[src/sv/crdp_pkg.sv]
// Shared types, field layout and defaults for the CSR row dot product block.
`default_nettype none

package crdp_pkg;

    // Default store sizes
    localparam int MAX_NONZEROS_DEF = 1024;
    localparam int MAX_ROWS_DEF     = 256;

    // Field widths of one input item and one result item
    localparam int CMD_W   = 2;
    localparam int SLOT_W  = 11;
    localparam int COL_W   = 8;
    localparam int DATUM_W = 32;
    localparam int ROW_W   = 8;
    localparam int MODE_W  = 2;
    localparam int SUM_W   = 32;
    localparam int ACC_W   = 64;
    localparam int FRAC_W  = 16;

    // Packing of the input tdata, lowest field first
    localparam int SLOT_LSB  = 0;
    localparam int COL_LSB   = SLOT_LSB + SLOT_W;
    localparam int DATUM_LSB = COL_LSB + COL_W;
    localparam int ROW_LSB   = DATUM_LSB + DATUM_W;
    localparam int MODE_LSB  = ROW_LSB + ROW_W;
    localparam int S_FIELDS_W = MODE_LSB + MODE_W;
    localparam int S_TDATA_W = ((S_FIELDS_W + 7) / 8) * 8;
    localparam int S_TUSER_W = CMD_W;
    localparam int M_TDATA_W = SUM_W;
    localparam int M_TUSER_W = 1;

    // Item commands
    typedef enum logic [CMD_W-1:0] {
        CMD_LOAD_ENTRY = 2'd0,
        CMD_LOAD_PTR   = 2'd1,
        CMD_LOAD_VEC   = 2'd2,
        CMD_ROW        = 2'd3
    } cmd_t;

    // Row walk modes; any other code walks the full row
    localparam logic [MODE_W-1:0] MODE_LOWER = 2'd1;
    localparam logic [MODE_W-1:0] MODE_UPPER = 2'd2;

    // Controller states
    typedef enum logic [2:0] {
        ST_IDLE,
        ST_PTR,
        ST_WALK,
        ST_DRAIN,
        ST_DONE
    } state_t;

    // Commands from the controller to the datapath
    typedef struct packed {
        logic accept;
        logic start_walk;
        logic issue;
        logic load_out;
    } ctrl_cmd_t;

    // Status from the datapath to the controller
    typedef struct packed {
        logic is_row;
        logic more;
        logic pipe_empty;
        logic out_free;
    } ctrl_status_t;

endpackage

`default_nettype wire

[src/sv/crdp_ctrl.sv]
// Controller state machine that sequences loads and row walks.
`default_nettype none

module crdp_ctrl (
    input  wire logic                  aclk,
    input  wire logic                  aresetn,
    input  wire logic                  s_tvalid,
    output logic                       s_tready,
    input  wire crdp_pkg::ctrl_status_t status,
    output crdp_pkg::ctrl_cmd_t        cmd
);

    crdp_pkg::state_t state_reg;
    crdp_pkg::state_t state_next;

    // State register
    always_ff @(posedge aclk) begin
        if (!aresetn) begin
            state_reg <= crdp_pkg::ST_IDLE;
        end else begin
            state_reg <= state_next;
        end
    end

    // Next state and commands
    always_comb begin
        state_next     = state_reg;
        s_tready       = 1'b0;
        cmd            = '0;
        unique case (state_reg)
            crdp_pkg::ST_IDLE: begin
                // No item is taken while reset is held.
                s_tready   = aresetn;
                cmd.accept = s_tvalid && aresetn;
                if (cmd.accept && status.is_row) begin
                    state_next = crdp_pkg::ST_PTR;
                end
            end
            crdp_pkg::ST_PTR: begin
                cmd.start_walk = 1'b1;
                state_next     = crdp_pkg::ST_WALK;
            end
            crdp_pkg::ST_WALK: begin
                if (status.more) begin
                    cmd.issue = 1'b1;
                end else begin
                    state_next = crdp_pkg::ST_DRAIN;
                end
            end
            crdp_pkg::ST_DRAIN: begin
                if (status.pipe_empty) begin
                    state_next = crdp_pkg::ST_DONE;
                end
            end
            crdp_pkg::ST_DONE: begin
                if (status.out_free) begin
                    cmd.load_out = 1'b1;
                    state_next   = crdp_pkg::ST_IDLE;
                end
            end
            default: begin
                state_next = crdp_pkg::ST_IDLE;
            end
        endcase
    end

endmodule

`default_nettype wire

[config.mk]
export PLATFORM = sky130hd
export DESIGN_NAME = crdp_ctrl
export DESIGN_NICKNAME = d
export VERILOG_FILES = /design/src/sv/crdp_pkg.sv /design/src/sv/crdp_ctrl.sv
export SDC_FILE = /design/constraint.sdc
export NUM_CORES = 1
export LEC_CHECK = 0
export ABC_CLOCK_PERIOD_IN_PS = 1000
export CAP_MARGIN = 15
export CORE_AREA = 2 2 39 41
export DETAILED_ROUTE_END_ITERATION = 8
export DIE_AREA = 0 0 41 43
export DONT_BUFFER_PORTS = 1
export GPL_ROUTABILITY_DRIVEN = 1
export HOLD_SLACK_MARGIN = 0.1
export SLEW_MARGIN = 20
export SYNTH_ARGS = -nofsm -noshare
export SYNTH_HDL_FRONTEND = slang
export SYNTH_SLANG_ARGS = --single-unit
[constraint.sdc]
create_clock -name aclk -period 1 [get_ports aclk]
set_input_delay 0.05 -clock aclk [delete_from_list [all_inputs] [get_ports aclk]]
set_output_delay 0.05 -clock aclk [all_outputs]
set_load 0.02 [all_outputs]
==> results by group <==
Die
  – Die W: 41 microns
  – Boundary pin count: 12
  – Chip height: 43 microns
  – Initial core utilization: 0.1591
  – Core Box Area: 1384 sq um
  – Row count: 14
  – Die area: 1763 sq um

Synth
  – Synthesized cell area: 220.2 sq um
  – Yosys reg bits: 3
  – Warnings from Yosys: 0
  – Sequential-to-total area share from yosys stat: 0.2727
  – Mapped Cells: 26
  – Synth unique cells: 19
  – Avg Inst Size Synth: 8.470 sq um
  – Synth Net Count: 33

Final layout
  – Multi-input logic area: 190.2 sq um
  – Max reg flops: 3
  – Filler instances: 149
  – Nets@finish: 53
  – Commonest non-fill, non-tap cell in the layout: buf_4
  – Post-Layout Cell Count: 61
  – ANT cells: 0
  – Share of layout cells above drive strength 1: 0.6444
  – Final core utilization: 0.3201
  – FF/Latch Area: 68.82 sq um
  – Area growth syn-to-layout: 101.1%
  – Commonest non-fill, non-tap cells in the layout: buf_4 (13), nand2_1 (5), clkbuf_4 (3)

Placement
  – Hpwl dp: 500.6 microns
  – GPL Wtd Cong: 0.7046
  – Placed insts: 52
  – Port Buf Inserts: 0

Clocking
  – TritonCTS Sinks: 3
  – CTS root buf: clkbuf_4
  – H-tree levels: 1
  – Num CTS Buffers: 3
  – TritonCTS clock tree: done
  – CTS Buffer Depth: 2
  – Worst-Skew Late Latency: 0.24 ns
  – Clk slew on worst S/H paths: 0.04 ns

GRT
  – Largest net degree at the start of global routing: 6
  – Global-route usage over all layers: 0.09519
  – M3 GR Usage: 0.03141
  – Met2 Usage GRT: 0.1500
  – M1 GR Usage: 0.08307
  – Global-route wire length before repair: 1.055 mm
  – Vias in the first global route: 283
  – Initial antenna violation count: 0
  – GRT overflow: 0
  – Global routing's busiest layer: met2

Worst setup path
  – Crit-path cells: buf_12 -> nor2b_4 -> nor3b_4 -> and2_4
  – Worst Setup Start Kind: flop
  – Crit Path Max Fanout: 4
  – CP endpoint kind: output pin
  – Worst EP required: 0.95 ns
  – Critical path data arrival time: 1.20 ns
  – Slowest-stage cell, CP: dfxtp_4
  – CP max stage delay: 0.35 ns
  – Kind of critical path: reg -> out

Power and ir drop
  – Pleak: 0.1963 nW
  – Power consumption: 0.9824 mW
  – Max VDD drop: 0.4899 mV
  – PD cells: 2218 nW/um^2

Routing
  – First-pass DRT Iterations: 1
  – Vias: 259
  – Antenna Violating Nets Remaining: 0
  – Post-Route WL: 616 microns
  – WL/cell: 10.10 microns
  – DRC: 0
  – Iter 0 DRT Violations: 0
  – Via density: 4.246

Status
  – Status: finished, violations left
  – Violated checks: negative setup slack

STA
  – Final hold vios: 0
  – Fin. max-slew vios: 0
  – Final Cycle Share: 1.247
  – Minimum clock period: 1.247 ns
  – Worst setup margin: -0.2465 ns
  – # setup viols final: 7
  – Worst-case headroom to the max-slew limit: 0.8562
  – Setup Skew: 0.003507 ns
  – Worst-Margin Slew: 0.2157 ns
  – WHS: 0.1350 ns
  – Max Clock Freq: 802.2 MHz
  – RSZ-0062 raised after global routing: true

Job
  – Max-Cap Viols: 0

Worst hold path
  – Worst hold path type: in -> reg
[timing repair]
action | in CTS | in global routing
endpoints found under the setup margin | 7 | 8
hold buffers | 2 | 0
pin swaps | 3 | 3
resized for setup | 6 | 1
hold endpoints to repair | 3 | 0
buffers inserted | 3 | 0
[power by group]
group	internal [mW]	switching (mW)	leakage, nW	total (mW)
Combinational	0.321	0.242	0.155	0.563
Sequential	0.164	0.0379	0.0264	0.202
Clock	0.150	0.0674	0.0150	0.217
Total	0.635	0.347	0.196	0.982
[per-layer routing]
| layer | part of all wire | up-vias | wire, microns |
|---|---|---|---|
| met3 | 0.073 | 2 | 45 |
| met5 | 0 | - | 0 |
| met1 | 0.35 | 115 | 217 |
| met4 | 0.029 | 0 | 18 |
| li1 | - | 133 | - |
| met2 | 0.54 | 9 | 334 |
[Yosys cell counts]
master,instances,area [sq um]
nand3_1,1,5.000
and3b_1,1,8.760
nor2_1,1,3.750
nor3b_1,1,7.510
dfxtp_1,3,60.06
or2_1,1,6.260
nor2b_2,1,8.760
mux2i_1,2,20.02
nand4b_1,1,8.760
nand2_1,5,18.77
o21ai_1,1,5.000
a211oi_1,1,7.510
nor3b_2,1,12.51
nor3_1,1,5.000
nor2b_1,1,6.260
a32oi_2,1,16.27
a31oi_1,1,6.260
buf_4,1,7.510
and2_1,1,6.260
[cells by family after synthesis]
family,synth area share
and+or+nand+nor,0.4432
AOI/OAI and AO/OA,0.1591
DFF,0.2727
muxes,0.09091
buffers and inverters,0.03410
[worst paths after layout]
path                                                 from                         to  slack (ns)  depth (start not counted)
worst max register to register  state_reg[0]$_SDFFE_PN0P_  state_reg[2]$_SDFFE_PN0P_       -0.07                          3
worst max-delay path            state_reg[2]$_SDFFE_PN0P_                     cmd[3]       -0.25                          4
worst min register to register  state_reg[1]$_SDFFE_PN0P_  state_reg[1]$_SDFFE_PN0P_        0.59                          2
worst min-delay path                              aresetn  state_reg[0]$_SDFFE_PN0P_        0.13                          3
[critical path, delay by kind of cell, from the launching register on]
kind	cells	cell delay (ns)
AND/OR/NAND/NOR	3	0.49
flip-flops	1	0.35
buffers and inverters	1	0.12
[metrics by stage]
step	worst slack [ns]	TNS, ns	area, sq um
detailed placement	-0.1157	-0.2643	352.8
finish	-0.2465	-0.9882	442.9
global route	-0.2945	-1.370	442.9
CTS	-0.2596	-1.062	440.4
floorplan	-0.06159	-0.1263	245.2
global placement	-0.09792	-0.1973	352.8
[layout make-up]
class	count	area share
clock buffer	4	0.05932
timing repair buffer	16	0.3107
tap	16	0.04520
multi-input combinational	22	0.4294
sequential	3	0.1554
(Power assumes the default switching activity.)
